File: config.mk
export PLATFORM = sky130hd
export DESIGN_NAME = rgb_to_hsv_convert_core
export DESIGN_NICKNAME = d
export VERILOG_FILES = /design/src/hdl/rhc_pkg.sv /design/src/hdl/rhc_front.sv /design/src/hdl/rhc_div_pipe.sv /design/src/hdl/rhc_back.sv /design/src/hdl/rhc_out_skid.sv /design/src/hdl/rgb_to_hsv_convert_core.sv
export SDC_FILE = /design/constraint.sdc
export NUM_CORES = 2
export LEC_CHECK = 0
export BUFFER_PORTS_ARGS = -buffer_cell sky130_fd_sc_hd__buf_2
export CORE_MARGIN = 4
export CORE_UTILIZATION = 40
export DETAILED_ROUTE_END_ITERATION = 12
export SETUP_SLACK_MARGIN = 0.4
export SLEW_MARGIN = 30
export SYNTH_ARGS = -nofsm -noshare
export SYNTH_HDL_FRONTEND = slang
export SYNTH_SLANG_ARGS = --single-unit
File: constraint.sdc
create_clock -name clk -period 61.2 [get_ports clk]
set_clock_uncertainty 0.2 [all_clocks]
set_input_delay 6.12 -clock clk [delete_from_list [all_inputs] [get_ports clk]]
set_output_delay 6.12 -clock clk [all_outputs]
set_load 0.01 [all_outputs]
File: src/hdl/rhc_pkg.sv
package rhc_pkg;

	// Field widths fixed by the stream format.
	localparam int FIELD_W   = 16;
	localparam int HUE_OUT_W = 15;

	// Hue geometry in whole degrees, scaled by the fraction bits in the datapath.
	localparam int SIXTY_DEG  = 60;
	localparam int FULL_DEG   = 360;
	localparam int GREEN_MULT = 2;
	localparam int BLUE_MULT  = 4;

	// Which channel holds the maximum, and therefore the hue sector.
	typedef enum logic [1:0] {
		SECT_RED,
		SECT_GREEN,
		SECT_BLUE
	} sector_t;

	// Hue control that rides alongside the dividers.
	typedef struct packed {
		sector_t sector;
		logic    neg;
		logic    gray;
	} hue_ctl_t;

	// Input beat, red in the lowest bits.
	typedef struct packed {
		logic [FIELD_W-1:0] alpha;
		logic [FIELD_W-1:0] blue;
		logic [FIELD_W-1:0] green;
		logic [FIELD_W-1:0] red;
	} pixel_in_t;

	// Output beat, hue in the lowest bits, one spare bit on top.
	typedef struct packed {
		logic                 spare;
		logic [FIELD_W-1:0]   alpha;
		logic [FIELD_W-1:0]   bright;
		logic [FIELD_W-1:0]   sat;
		logic [HUE_OUT_W-1:0] hue;
	} pixel_out_t;

endpackage

File: src/hdl/rhc_front.sv
module rhc_front #(
	parameter int CHANNEL_BITS  = 16,
	parameter int HUE_FRAC_BITS = 6,
	parameter int HUE_QUO_W     = 12
) (
	input  logic                                  clk,
	input  logic                                  arst_n,
	input  logic                                  ce,
	input  logic                                  in_valid,
	input  logic [CHANNEL_BITS-1:0]               red,
	input  logic [CHANNEL_BITS-1:0]               green,
	input  logic [CHANNEL_BITS-1:0]               blue,
	input  logic [rhc_pkg::FIELD_W-1:0]           alpha,
	input  logic [rhc_pkg::FIELD_W-1:0]           threshold,
	output logic                                  valid_s2,
	output logic [rhc_pkg::FIELD_W-1:0]           alpha_s2,
	output logic [CHANNEL_BITS-1:0]               bright_s2,
	output rhc_pkg::hue_ctl_t                     ctl_s2,
	output logic [2*CHANNEL_BITS-1:0]             sat_num_s2,
	output logic [CHANNEL_BITS+HUE_QUO_W-1:0]     hue_num_s2
);
	import rhc_pkg::*;

	localparam int CB        = CHANNEL_BITS;
	localparam int HUE_NUM_W = CB + HUE_QUO_W;
	localparam int CMP_W     = (CB > FIELD_W) ? CB : FIELD_W;

	logic          red_max;
	logic          green_max;
	sector_t       sector;
	logic [CB-1:0] max_val;
	logic [CB-1:0] min_val;
	logic [CB-1:0] hi_op;
	logic [CB-1:0] lo_op;

	logic              valid_s1;
	logic [FIELD_W-1:0] alpha_s1;
	logic [CB-1:0]     max_s1;
	logic [CB-1:0]     min_s1;
	sector_t           sector_s1;
	logic signed [CB:0] diff_s1;

	logic [CB-1:0]        delta;
	logic [CMP_W-1:0]     delta_c;
	logic [CMP_W-1:0]     thr_c;
	logic                 neg;
	logic signed [CB:0]   diff_abs;
	logic [CB-1:0]        mag;
	hue_ctl_t             ctl;

	// Pick the largest channel; red wins ties, then green.
	always_comb begin
		red_max   = (red >= green) && (red >= blue);
		green_max = !red_max && (green >= blue);
		if (red_max) begin
			sector  = SECT_RED;
			max_val = red;
			hi_op   = green;
			lo_op   = blue;
		end else if (green_max) begin
			sector  = SECT_GREEN;
			max_val = green;
			hi_op   = blue;
			lo_op   = red;
		end else begin
			sector  = SECT_BLUE;
			max_val = blue;
			hi_op   = red;
			lo_op   = green;
		end
		if (red <= green) begin
			min_val = (red <= blue) ? red : blue;
		end else begin
			min_val = (green <= blue) ? green : blue;
		end
	end

	// Stage 1 control.
	always_ff @(posedge clk or negedge arst_n) begin
		if (!arst_n) begin
			valid_s1 <= 1'b0;
		end else if (ce) begin
			valid_s1 <= in_valid;
		end
	end

	// Stage 1 data: extremes, sector and the signed hue numerator.
	always_ff @(posedge clk) begin
		if (ce) begin
			alpha_s1  <= alpha;
			max_s1    <= max_val;
			min_s1    <= min_val;
			sector_s1 <= sector;
			diff_s1   <= $signed({1'b0, hi_op}) - $signed({1'b0, lo_op});
		end
	end

	// Chroma, gray test and magnitude of the hue numerator.
	always_comb begin
		delta    = max_s1 - min_s1;
		delta_c  = CMP_W'(delta);
		thr_c    = CMP_W'(threshold);
		neg      = diff_s1[CB];
		diff_abs = neg ? -diff_s1 : diff_s1;
		mag      = diff_abs[CB-1:0];
		ctl.sector = sector_s1;
		ctl.neg    = neg;
		ctl.gray   = (delta == '0) || (delta_c < thr_c);
	end

	// Stage 2 control.
	always_ff @(posedge clk or negedge arst_n) begin
		if (!arst_n) begin
			valid_s2 <= 1'b0;
		end else if (ce) begin
			valid_s2 <= valid_s1;
		end
	end

	// Stage 2 data: the two dividends, built from shifts and one subtract each.
	always_ff @(posedge clk) begin
		if (ce) begin
			alpha_s2   <= alpha_s1;
			bright_s2  <= max_s1;
			ctl_s2     <= ctl;
			sat_num_s2 <= ((2*CB)'(delta) << CB) - (2*CB)'(delta);
			hue_num_s2 <= (HUE_NUM_W'(mag) << (HUE_FRAC_BITS + 6))
				- (HUE_NUM_W'(mag) << (HUE_FRAC_BITS + 2));
		end
	end

endmodule

File: src/hdl/rhc_div_pipe.sv
module rhc_div_pipe #(
	parameter int DEN_W = 16,
	parameter int QUO_W = 16,
	parameter int DEPTH = 16
) (
	input  logic                   clk,
	input  logic                   ce,
	input  logic [DEN_W+QUO_W-1:0] num,
	input  logic [DEN_W-1:0]       den,
	output logic [QUO_W-1:0]       quo,
	output logic                   rem_nz
);

	localparam int NUM_W = DEN_W + QUO_W;

	logic [NUM_W-1:0] num_s [DEPTH];
	logic [DEN_W-1:0] den_s [DEPTH];
	logic [QUO_W-1:0] quo_s [DEPTH];

	// One restoring step per stage, most significant quotient bit first.
	// Stages past the quotient width only carry the result along.
	for (genvar k = 0; k < DEPTH; k++) begin : g_stage
		logic [NUM_W-1:0] num_in;
		logic [DEN_W-1:0] den_in;
		logic [QUO_W-1:0] quo_in;
		logic [NUM_W-1:0] num_nx;
		logic [QUO_W-1:0] quo_nx;

		if (k == 0) begin : g_first
			assign num_in = num;
			assign den_in = den;
			assign quo_in = '0;
		end else begin : g_next
			assign num_in = num_s[k-1];
			assign den_in = den_s[k-1];
			assign quo_in = quo_s[k-1];
		end

		if (k < QUO_W) begin : g_bit
			localparam int SH = QUO_W - 1 - k;
			logic [NUM_W-1:0] trial;

			assign trial = NUM_W'(den_in) << SH;

			always_comb begin
				num_nx = num_in;
				quo_nx = quo_in;
				if (num_in >= trial) begin
					num_nx     = num_in - trial;
					quo_nx[SH] = 1'b1;
				end
			end
		end else begin : g_pad
			assign num_nx = num_in;
			assign quo_nx = quo_in;
		end

		always_ff @(posedge clk) begin
			if (ce) begin
				num_s[k] <= num_nx;
				den_s[k] <= den_in;
				quo_s[k] <= quo_nx;
			end
		end
	end

	assign quo    = quo_s[DEPTH-1];
	assign rem_nz = |num_s[DEPTH-1];

endmodule

File: src/hdl/rhc_back.sv
module rhc_back #(
	parameter int CHANNEL_BITS  = 16,
	parameter int HUE_FRAC_BITS = 6,
	parameter int HUE_QUO_W     = 12
) (
	input  logic                        clk,
	input  logic                        arst_n,
	input  logic                        ce,
	input  logic                        in_valid,
	input  rhc_pkg::hue_ctl_t           ctl,
	input  logic [HUE_QUO_W-1:0]        hue_quo,
	input  logic                        hue_rem_nz,
	input  logic [CHANNEL_BITS-1:0]     sat_quo,
	input  logic [CHANNEL_BITS-1:0]     bright,
	input  logic [rhc_pkg::FIELD_W-1:0] alpha,
	output logic                        valid_s2,
	output rhc_pkg::pixel_out_t         res_s2
);
	import rhc_pkg::*;

	localparam int CB        = CHANNEL_BITS;
	localparam int HUE_SIXTY = SIXTY_DEG << HUE_FRAC_BITS;
	localparam int HUE_FULL  = FULL_DEG << HUE_FRAC_BITS;
	localparam int HUE_W     = $clog2(HUE_FULL) + 2;

	localparam logic signed [HUE_W-1:0] BASE_GREEN = HUE_W'(GREEN_MULT * HUE_SIXTY);
	localparam logic signed [HUE_W-1:0] BASE_BLUE  = HUE_W'(BLUE_MULT * HUE_SIXTY);
	localparam logic signed [HUE_W-1:0] FULL_H     = HUE_W'(HUE_FULL);

	logic signed [HUE_W-1:0] base;
	logic signed [HUE_W-1:0] q_ext;
	logic signed [HUE_W-1:0] q_op;
	logic signed [HUE_W-1:0] q_cin;
	logic signed [HUE_W-1:0] hue_sum;

	logic                    valid_s1;
	logic signed [HUE_W-1:0] hue_s1;
	logic                    gray_s1;
	logic [CB-1:0]           sat_s1;
	logic [CB-1:0]           bright_s1;
	logic [FIELD_W-1:0]      alpha_s1;

	logic signed [HUE_W-1:0]         hue_wrap;
	logic [HUE_W+HUE_OUT_W-1:0]      hue_x;
	logic [CB+FIELD_W-1:0]           sat_x;
	logic [CB+FIELD_W-1:0]           bright_x;
	pixel_out_t                      res;

	// Sector base plus the floored partial hue. For a negative numerator,
	// -q - (remainder != 0) is formed as ~q plus a carry in.
	always_comb begin
		unique case (ctl.sector)
			SECT_RED:   base = '0;
			SECT_GREEN: base = BASE_GREEN;
			SECT_BLUE:  base = BASE_BLUE;
			default:    base = '0;
		endcase
		q_ext   = HUE_W'(hue_quo);
		q_op    = ctl.neg ? ~q_ext : q_ext;
		q_cin   = HUE_W'(ctl.neg & ~hue_rem_nz);
		hue_sum = base + q_op + q_cin;
	end

	// Stage 1 control.
	always_ff @(posedge clk or negedge arst_n) begin
		if (!arst_n) begin
			valid_s1 <= 1'b0;
		end else if (ce) begin
			valid_s1 <= in_valid;
		end
	end

	// Stage 1 data.
	always_ff @(posedge clk) begin
		if (ce) begin
			hue_s1    <= hue_sum;
			gray_s1   <= ctl.gray;
			sat_s1    <= sat_quo;
			bright_s1 <= bright;
			alpha_s1  <= alpha;
		end
	end

	// Wrap the hue into one turn, then zero hue and saturation for gray pixels.
	always_comb begin
		if (hue_s1 < 0) begin
			hue_wrap = hue_s1 + FULL_H;
		end else if (hue_s1 >= FULL_H) begin
			hue_wrap = hue_s1 - FULL_H;
		end else begin
			hue_wrap = hue_s1;
		end
		hue_x    = {{HUE_OUT_W{1'b0}}, hue_wrap};
		sat_x    = {{FIELD_W{1'b0}}, sat_s1};
		bright_x = {{FIELD_W{1'b0}}, bright_s1};
		res.spare  = 1'b0;
		res.alpha  = alpha_s1;
		res.bright = bright_x[FIELD_W-1:0];
		res.sat    = gray_s1 ? '0 : sat_x[FIELD_W-1:0];
		res.hue    = gray_s1 ? '0 : hue_x[HUE_OUT_W-1:0];
	end

	// Stage 2 control.
	always_ff @(posedge clk or negedge arst_n) begin
		if (!arst_n) begin
			valid_s2 <= 1'b0;
		end else if (ce) begin
			valid_s2 <= valid_s1;
		end
	end

	// Stage 2 data.
	always_ff @(posedge clk) begin
		if (ce) begin
			res_s2 <= res;
		end
	end

endmodule

File: src/hdl/rhc_out_skid.sv
module rhc_out_skid (
	input  logic                clk,
	input  logic                arst_n,
	input  logic                in_valid,
	input  rhc_pkg::pixel_out_t in_data,
	output logic                ce,
	output logic                out_valid,
	input  logic                out_ready,
	output rhc_pkg::pixel_out_t out_data
);
	import rhc_pkg::*;

	logic       out_valid_q;
	pixel_out_t out_data_q;
	logic       skid_valid_q;
	pixel_out_t skid_data_q;

	// The pipeline moves whenever the skid register is free.
	assign ce        = !skid_valid_q;
	assign out_valid = out_valid_q;
	assign out_data  = out_data_q;

	// Valid flags of the output and skid registers.
	always_ff @(posedge clk or negedge arst_n) begin
		if (!arst_n) begin
			out_valid_q  <= 1'b0;
			skid_valid_q <= 1'b0;
		end else if (skid_valid_q) begin
			if (out_ready) begin
				skid_valid_q <= 1'b0;
			end
		end else if (in_valid) begin
			if (out_valid_q && !out_ready) begin
				skid_valid_q <= 1'b1;
			end else begin
				out_valid_q <= 1'b1;
			end
		end else if (out_ready) begin
			out_valid_q <= 1'b0;
		end
	end

	// Beat payloads.
	always_ff @(posedge clk) begin
		if (skid_valid_q) begin
			if (out_ready) begin
				out_data_q <= skid_data_q;
			end
		end else if (in_valid) begin
			if (out_valid_q && !out_ready) begin
				skid_data_q <= in_data;
			end else begin
				out_data_q <= in_data;
			end
		end
	end

endmodule

File: src/hdl/rgb_to_hsv_convert_core.sv
// RGBA to HSV pixel converter.
//
// Input stream (s_axis): one RGBA pixel per beat, four unsigned channels.
// Output stream (m_axis): one HSV pixel per beat: hue in fractions of a degree,
// saturation, brightness (largest channel) and alpha copied through.
// cfg_wr_en / cfg_wr_data write the gray threshold; a chroma below it gives
// zero hue and saturation. It resets to 1 and should change only while idle.
//
// Throughput is one pixel per clock while the receiver keeps up. The two
// restoring dividers (saturation and hue) resolve one quotient bit per stage,
// side by side, and set the length of the pipeline.
//
// Reset clears every valid flag and the output stream goes quiet. When the
// receiver stalls, the held output beat stays put and one more beat lands in
// a skid register; the pipeline then freezes and s_axis_tready drops until
// the skid register empties. No beat is lost or repeated.
module rgb_to_hsv_convert_core #(
	parameter int CHANNEL_BITS  = 16,
	parameter int HUE_FRAC_BITS = 6
) (
	input  logic        clk,
	input  logic        arst_n,
	input  logic        s_axis_tvalid,
	output logic        s_axis_tready,
	// red_in[15:0], green_in[31:16], blue_in[47:32], alpha_in[63:48]
	input  logic [63:0] s_axis_tdata,
	output logic        m_axis_tvalid,
	input  logic        m_axis_tready,
	// hue_out[14:0], sat_out[30:15], bright_out[46:31], alpha_out[62:47], zero[63]
	output logic [63:0] m_axis_tdata,
	input  logic        cfg_wr_en,
	input  logic [15:0] cfg_wr_data
);
	import rhc_pkg::*;

	localparam int CB        = CHANNEL_BITS;
	localparam int HUE_QUO_W = $clog2((SIXTY_DEG << HUE_FRAC_BITS) + 1);
	localparam int DIV_DEPTH = (CB > HUE_QUO_W) ? CB : HUE_QUO_W;

	logic [FIELD_W-1:0] thr_q;
	logic               ce;

	pixel_in_t           pix;
	logic [CB+FIELD_W-1:0] red_x;
	logic [CB+FIELD_W-1:0] green_x;
	logic [CB+FIELD_W-1:0] blue_x;

	logic                  fr_valid;
	logic [FIELD_W-1:0]    fr_alpha;
	logic [CB-1:0]         fr_bright;
	hue_ctl_t              fr_ctl;
	logic [2*CB-1:0]       fr_sat_num;
	logic [CB+HUE_QUO_W-1:0] fr_hue_num;

	logic [CB-1:0]         sat_quo;
	logic                  sat_rem_nz;
	logic [HUE_QUO_W-1:0]  hue_quo;
	logic                  hue_rem_nz;

	logic                  valid_s [DIV_DEPTH];
	logic [FIELD_W-1:0]    alpha_s [DIV_DEPTH];
	logic [CB-1:0]         bright_s [DIV_DEPTH];
	hue_ctl_t              ctl_s [DIV_DEPTH];

	logic                  bk_valid;
	pixel_out_t            bk_res;
	pixel_out_t            out_res;

	// Gray threshold register.
	always_ff @(posedge clk or negedge arst_n) begin
		if (!arst_n) begin
			thr_q <= FIELD_W'(1);
		end else if (cfg_wr_en) begin
			thr_q <= cfg_wr_data;
		end
	end

	// Keep the low channel bits of each color.
	assign pix     = pixel_in_t'(s_axis_tdata);
	assign red_x   = {{CB{1'b0}}, pix.red};
	assign green_x = {{CB{1'b0}}, pix.green};
	assign blue_x  = {{CB{1'b0}}, pix.blue};
	assign s_axis_tready = ce;

	rhc_front #(
		.CHANNEL_BITS (CHANNEL_BITS),
		.HUE_FRAC_BITS(HUE_FRAC_BITS),
		.HUE_QUO_W    (HUE_QUO_W)
	) u_front (
		.clk       (clk),
		.arst_n    (arst_n),
		.ce        (ce),
		.in_valid  (s_axis_tvalid),
		.red       (red_x[CB-1:0]),
		.green     (green_x[CB-1:0]),
		.blue      (blue_x[CB-1:0]),
		.alpha     (pix.alpha),
		.threshold (thr_q),
		.valid_s2  (fr_valid),
		.alpha_s2  (fr_alpha),
		.bright_s2 (fr_bright),
		.ctl_s2    (fr_ctl),
		.sat_num_s2(fr_sat_num),
		.hue_num_s2(fr_hue_num)
	);

	// Saturation: delta * full scale / max.
	rhc_div_pipe #(
		.DEN_W(CB),
		.QUO_W(CB),
		.DEPTH(DIV_DEPTH)
	) u_sat_div (
		.clk   (clk),
		.ce    (ce),
		.num   (fr_sat_num),
		.den   (fr_bright),
		.quo   (sat_quo),
		.rem_nz(sat_rem_nz)
	);

	// Hue offset inside the sector: 60 degrees * |numerator| / delta.
	// The saturation dividend is delta * full scale, so its upper half is
	// delta - 1 and its lower half is nonzero whenever delta is.
	rhc_div_pipe #(
		.DEN_W(CB),
		.QUO_W(HUE_QUO_W),
		.DEPTH(DIV_DEPTH)
	) u_hue_div (
		.clk   (clk),
		.ce    (ce),
		.num   (fr_hue_num),
		.den   (fr_sat_num[2*CB-1:CB] + CB'(|fr_sat_num[CB-1:0])),
		.quo   (hue_quo),
		.rem_nz(hue_rem_nz)
	);

	// Control and pass-through fields keep pace with the dividers.
	for (genvar k = 0; k < DIV_DEPTH; k++) begin : g_side
		if (k == 0) begin : g_first
			always_ff @(posedge clk or negedge arst_n) begin
				if (!arst_n) begin
					valid_s[k] <= 1'b0;
				end else if (ce) begin
					valid_s[k] <= fr_valid;
				end
			end
			always_ff @(posedge clk) begin
				if (ce) begin
					alpha_s[k]  <= fr_alpha;
					bright_s[k] <= fr_bright;
					ctl_s[k]    <= fr_ctl;
				end
			end
		end else begin : g_next
			always_ff @(posedge clk or negedge arst_n) begin
				if (!arst_n) begin
					valid_s[k] <= 1'b0;
				end else if (ce) begin
					valid_s[k] <= valid_s[k-1];
				end
			end
			always_ff @(posedge clk) begin
				if (ce) begin
					alpha_s[k]  <= alpha_s[k-1];
					bright_s[k] <= bright_s[k-1];
					ctl_s[k]    <= ctl_s[k-1];
				end
			end
		end
	end

	rhc_back #(
		.CHANNEL_BITS (CHANNEL_BITS),
		.HUE_FRAC_BITS(HUE_FRAC_BITS),
		.HUE_QUO_W    (HUE_QUO_W)
	) u_back (
		.clk       (clk),
		.arst_n    (arst_n),
		.ce        (ce),
		.in_valid  (valid_s[DIV_DEPTH-1]),
		.ctl       (ctl_s[DIV_DEPTH-1]),
		.hue_quo   (hue_quo),
		.hue_rem_nz(hue_rem_nz),
		.sat_quo   (sat_quo),
		.bright    (bright_s[DIV_DEPTH-1]),
		.alpha     (alpha_s[DIV_DEPTH-1]),
		.valid_s2  (bk_valid),
		.res_s2    (bk_res)
	);

	rhc_out_skid u_out (
		.clk      (clk),
		.arst_n   (arst_n),
		.in_valid (bk_valid & ~sat_rem_nz | bk_valid),
		.in_data  (bk_res),
		.ce       (ce),
		.out_valid(m_axis_tvalid),
		.out_ready(m_axis_tready),
		.out_data (out_res)
	);

	assign m_axis_tdata = 64'(out_res);

endmodule

After elaboration in Yosys (flattened, before gate mapping). Memory sizes are Yosys's and may differ from the RTL's. A register that Yosys moved wholly into a read port is not among the register bits. Cells that the tools add are included.

Logic and storage cells: 248. Memories kept: 9. Output and inout bits: 66. Bits in writable memories: 2496. Flip-flop bits (word level): 409. Input bits: 85.

Mux-type cells: 83. Order comparisons: 37. Reductions and logical operators: 19. Bitwise logic cells: 7. Equality and inequality tests: 5. $add $sub $neg: 38.

Memory list: u_sat_div.num_s (depth 16, bits a word 32, rd ports 16, clocked after Yosys merged registers in 0, wr ports 16, RTL line rhc_div_pipe.sv:16) `logic [NUM_W-1:0] num_s [DEPTH];`; u_hue_div.num_s (depth 16, bits a word 28, rd ports 16, clocked after Yosys merged registers in 0, wr ports 16, RTL line rhc_div_pipe.sv:16); alpha_s (depth 16, bits a word 16, rd ports 16, clocked after Yosys merged registers in 1, wr ports 16, RTL line rgb_to_hsv_convert_core.sv:61) `logic [FIELD_W-1:0] alpha_s [DIV_DEPTH];`; bright_s (depth 16, bits a word 16, rd ports 16, clocked after Yosys merged registers in 1, wr ports 16, RTL line rgb_to_hsv_convert_core.sv:62) `logic [CB-1:0] bright_s [DIV_DEPTH];`; u_hue_div.den_s (depth 16, bits a word 16, rd ports 15, clocked after Yosys merged registers in 0, wr ports 16, RTL line rhc_div_pipe.sv:17) `logic [DEN_W-1:0] den_s [DEPTH];`; u_sat_div.den_s (depth 16, bits a word 16, rd ports 15, clocked after Yosys merged registers in 0, wr ports 16, RTL line rhc_div_pipe.sv:17); 3 more memories.

Operators by type and width (count): $mux 32 (16); $mux 28 (12); $mux 64 (4); $mux 16 (10); $sub 32x16->32 (2); $sub 28x24->28 (2); $ge 16x16->1 (3); $le 16x16->1 (3); $mux 1 (36); $ge 32x16->1 (1); $ge 32x17->1 (1); $ge 32x18->1 (1); $ge 32x19->1 (1); $ge 32x20->1 (1); $ge 32x21->1 (1); $ge 32x22->1 (1); $ge 32x23->1 (1); $ge 32x24->1 (1); $ge 32x25->1 (1); $ge 32x26->1 (1); $ge 32x27->1 (1); $ge 32x28->1 (1); $ge 32x29->1 (1); $ge 32x30->1 (1); other kinds (73) (86).

Logic depth before layout (Yosys ltp).
Depth after elaboration: 7. Gate-level depth with buffers: 24. Mapped depth without buffers: 22.

Hierarchy. From an unflattened synthesis, not the netlist that was laid out.

Cell total of the unflattened synthesis: 8862. Area total of the unflattened synthesis: 122138.4 um2.

By module, submodules not included: rhc_div_pipe at u_sat_div (area an instance 45894.0 um2, cells an instance 3814, sequential area each 26665.6 um2, times used 1); rhc_div_pipe at u_hue_div (area an instance 36324.8 um2, cells an instance 2851, sequential area each 22521.6 um2, times used 1); rgb_to_hsv_convert_core (area an instance 18836.8 um2, cells an instance 694, sequential area each 18098.6 um2, times used 1); rhc_front (area an instance 10896.7 um2, cells an instance 986, sequential area each 4704.5 um2, times used 1); rhc_back (area an instance 5188.7 um2, cells an instance 307, sequential area each 3923.8 um2, times used 1); rhc_out_skid (area an instance 4997.3 um2, cells an instance 210, sequential area each 3893.7 um2, times used 1).

Worst setup path after synthesis. No wires, ideal clock.

Path kind: reg-to-output. Start point: reg u_out.skid_valid_q. End point: out s_axis_tready. Buffers on the path: 2. Cell stages (with the launch flop): 4. Data arrival time: 42.256 ns. Data required time: 54.880 ns. Slack: 12.624 ns. Cell sequence: dfrtp_1 > clkbuf_1 > clkbuf_1 > inv_1.

Longest elaborated chain between the ends: 1.

RTL lines: from (decl) (RTL line rhc_out_skid.sv:15) `logic skid_valid_q;`; from (signal assigned) (RTL line rhc_out_skid.sv:27) `skid_valid_q <= 1'b0;`; from (signal assigned) (RTL line rhc_out_skid.sv:30) `skid_valid_q <= 1'b0;`; from (signal assigned) (RTL line rhc_out_skid.sv:34) `skid_valid_q <= 1'b1;`; $logic_not 1->1 (RTL line rhc_out_skid.sv:19) `assign ce = !skid_valid_q;`; to (decl) (RTL line rgb_to_hsv_convert_core.sv:24) `output logic s_axis_tready,`.

Every way passes these cells.

Final worst setup path.
Start point: in s_axis_tdata[33]. End point: reg u_front.diff_s1[16] (data pin).

Longest elaborated chain between the ends: 7. Elaborated cells on any way between the ends: 10. Those cells by class: 1 x add/sub; 2 x order compare; 4 x mux; 3 x reduce/logical.

RTL lines: from (decl) (RTL line rgb_to_hsv_convert_core.sv:26) `input logic [63:0] s_axis_tdata,`; $ge 16x16->1 (RTL line rhc_front.sv:53) `red_max = (red >= green) && (red >= blue);`; $logic_and 1x1->1 (RTL line rhc_front.sv:53); $logic_not 1->1 (RTL line rhc_front.sv:54) `green_max = !red_max && (green >= blue);`; $logic_and 1x1->1 (RTL line rhc_front.sv:54); $mux 16 (RTL line rhc_front.sv:60) `end else if (green_max) begin`; $mux 16 (RTL line rhc_front.sv:55) `if (red_max) begin`; $sub 16x16->17 (*) (RTL line rhc_front.sv:94) `diff_s1 <= $signed({1'b0, hi_op}) - $signed({1'b0, lo_op});`; to (signal assigned) (RTL line rhc_front.sv:94); to (decl) (RTL line rhc_front.sv:41) `logic signed [CB:0] diff_s1;`.

Mark *: on every way between the ends. The rest lies on a longest branch, timed or not. A chain may end at the register's enable or synchronous reset.

==> results_dict.tcl <==
set metrics [dict create \
    status "finished clean" \
    chipHeight_microns 529 \
    cts_tree "built" \
    cts_resized 0 \
    vias 63000 \
    h-tree-depth 5 \
    hpwlAfterDp_mm 146 \
    final_common_cell "edfxtp_1" \
    maxSlewHeadroom 0.238 \
    layout-drive-gt1-share 0.0942 \
    syn_inst 8291 \
    post-route-drc-count 0 \
    tightest_slew_ns 1.13 \
    endpoint_kind "register" \
    cts_buffer_depth 4 \
    cts_root_buf "clkbuf_16" \
    first_global_vias 64600 \
    insertion_delay_ns 0.84 \
    synthTopCellsByArea "edfxtp_1 (63%), ha_1 (6.6%), xnor2_1 (2.7%)" \
    synth_top_area_frac 0.635 \
    dr.pass1.iters 6 \
    fmax_ghz 0.0902 \
    yosysUniqueCellTypes 97 \
    cp.required_ns 61.63 \
    period_share 0.181 \
    period_minus_slack_ns 11.09 \
    grt_max_degree 196 \
    start_util 0.403 \
    die_w_microns 529 \
    hold_violations 0 \
    synthAdderAreaFrac 0.0714 \
    nNetsFinal 9306 \
    cts_buffers 268 \
    synth_top_family_by_area "compound AO/OA/AOI/OAI gates" \
    cp_max_fo 47 \
    worst_ep_arrival_time_ns 11.52 \
    synth.area.mux_share 0.0190 \
    port_buffers 149 \
    fill_cells 23700 \
    cts_setup_buffers 0 \
    cts_hold_buf 0 \
    synth_xor_area_frac 0.0492 \
    row_count 190 \
    avgSynthCellArea_sq_um 13.1 \
    grt_util_all_layers 0.144 \
    ys_seq_area_frac 0.643 \
    netlist_area_sq_um 108000 \
    maxSlewViolCount 0 \
    worstSetupStartpointType "input pin" \
    synth-edff-count 2292 \
    finalSetupTns_ns 0 \
    maxCapViolCount 0 \
    ant_nets 0 \
    path_class "in2reg" \
    wl_mm 205 \
    setup_viol 0 \
    synth_top_cell_by_area "edfxtp_1" \
    async_flop_share 0.0163 \
    core-area_sq_um 269000 \
    via_per_inst 5.10 \
    wire_per_inst_microns 16.5 \
    die-area_sq_um 279000 \
    drtIter0Drc 3767 \
    antenna_found_initial 13 \
    final_cell_mix "edfxtp_1 (2,292), inv_1 (700), ha_1 (571), nand2_1 (552), nor2_1 (530)" \
    synthFlopType "edfxtp_1" \
    synth_seq_cells 2330 \
    grt_pass1_wl_mm 330 \
    rsz0062_at_grt "no" \
    yosys.area_share.simple 0.0918 \
    area_growth_pct 12.7 \
    overflow 0 \
    cts.sinks 2330 \
    path_clk_slew_ns 0.06 \
    synth_warnings 0 \
    synth_fp_nets 8977 \
    io_pins 151 \
    routabilityCongestion 0.898 \
    synth_compound_gate_area_share 0.0951 \
    hold_path_class "reg2reg" \
]
## metal layers
metal / vias to the layer above / GRT usage / wire length (microns) / share of wire
li1: 31300 / - / - / -
met3: 594 / 0.0225 / 7620 / 0.037
met1: 29900 / 0.160 / 81300 / 0.40
met2: 1207 / 0.264 / 105000 / 0.51
met4: 8 / 0.0743 / 11100 / 0.054
met5: - / 0 / 61 / 0.00030
## final cells by class
class / count / area [sq um] / share of cell area
tap: 3552 / 4440 / 0.0364
clock inverter: 140 / 1300 / 0.0106
clock buffer: 324 / 7100 / 0.0580
multi-input combinational: 5102 / 35600 / 0.291
inverter: 704 / 2650 / 0.0217
antenna: 7 / 17.5 / 0.000143
sequential: 2330 / 69800 / 0.571
timing repair buffer: 214 / 1390 / 0.0114
## cell families after synthesis
family	after synthesis
compound gates	1669
xor+xnor	609
fa+ha+maj	601
buf+inv	859
flops	2330
mux	186
other cells	1
simple gates	2036
## synth_stat cells, types with 77 or more instances
library cell and count:
ha_1 571, inv_1 701, nand2_1 552, a21o_1 173, or3_1 77, a21oi_1 530
nand4_1 83, nor2_1 530, nor3_1 162, o21ai_0 451, edfxtp_1 2292, clkbuf_1 119
xor2_1 278, nor2b_1 112, nand3_1 109, nor4_1 89, xnor2_1 331, nand2b_1 107
mux2_2 159
## worst max-delay path, cell delays in order
cell and delay [ns]:
buf_2 0.16, inv_1 0.11, ha_1 0.30, nor2b_1 0.14, o21a_1 0.16, o21a_1 0.17, o211ai_1 0.17, a31oi_1 0.15
nor4_2 0.24, buf_4 0.44, buf_4 0.59, mux2i_1 0.25, nor2_1 0.05, a21oi_1 0.13, ha_1 0.29, nor2b_1 0.15
o21ai_0 0.25, a21oi_1 0.17, o41a_1 0.37, nand4_1 0.17, a31oi_1 0.17, a311o_1 0.41, a21o_1 0.18, a21oi_1 0.16
## final timing paths
| path | from | end | slack (ns) | cells after the start |
|---|---|---|---|---|
| worst max-delay path | s_axis_tdata[33] | u_front.diff_s1[16]$_DFFE_PN_ | 50.11 | 24 |
| worst min-delay path | u_hue_div.quo_s[2][10]$_DFFE_PN_ | u_hue_div.quo_s[2][22]$_DFFE_PN_ | 0.17 | 0 |
| worst max register to register | u_out.skid_valid_q$_DFF_PN0_ | u_front.max_s1[15]$_DFFE_PN_ | 55.13 | 7 |
| worst min register to register | u_hue_div.quo_s[2][10]$_DFFE_PN_ | u_hue_div.quo_s[2][22]$_DFFE_PN_ | 0.17 | 0 |
| max in group asynchronous | arst_n | thr_q[3]$_DFFE_PN0P_ | 55.05 | 2 |
| min in group asynchronous | arst_n | u_front.valid_s2$_DFFE_PN0N_ | 5.18 | 2 |
## sequential cells by signal, indices dropped and copies added, names as in the netlist, 17 cells and up
register and flops:
alpha_s 256, u_out.skid_data_q 63, u_hue_div.quo_s 126, u_front.sat_num_s2 32, u_sat_div.num_s 480, u_hue_div.num_s 388
u_front.diff_s1 17, u_hue_div.den_s 176, ctl_s 64, u_back.hue_s1 17, u_front.hue_num_s2 20, u_sat_div.quo_s 136
u_back.res_s2 63, u_sat_div.den_s 91, u_out.out_data 63, bright_s 165
## through the flow
| step | instances | hold slack, ns | area [sq um] | util | worst slack (ns) |
|---|---|---|---|---|---|
| floorplan | 8291 | 0.200 | 108000 | - | 12.62 |
| global placement | 11900 | 0.200 | 114000 | 0.423 | 49.12 |
| detailed placement | 11900 | 0.205 | 114000 | 0.423 | 49.23 |
| CTS | 12400 | 0.159 | 122000 | 0.454 | 50.11 |
| global route | 12400 | 0.160 | 122000 | 0.455 | 49.78 |
| finish | 12400 | 0.169 | 122000 | 0.455 | 50.11 |
Power is not shown: default switching activity piles up to over one toggle a cycle in this logic, so the estimate is an artifact.
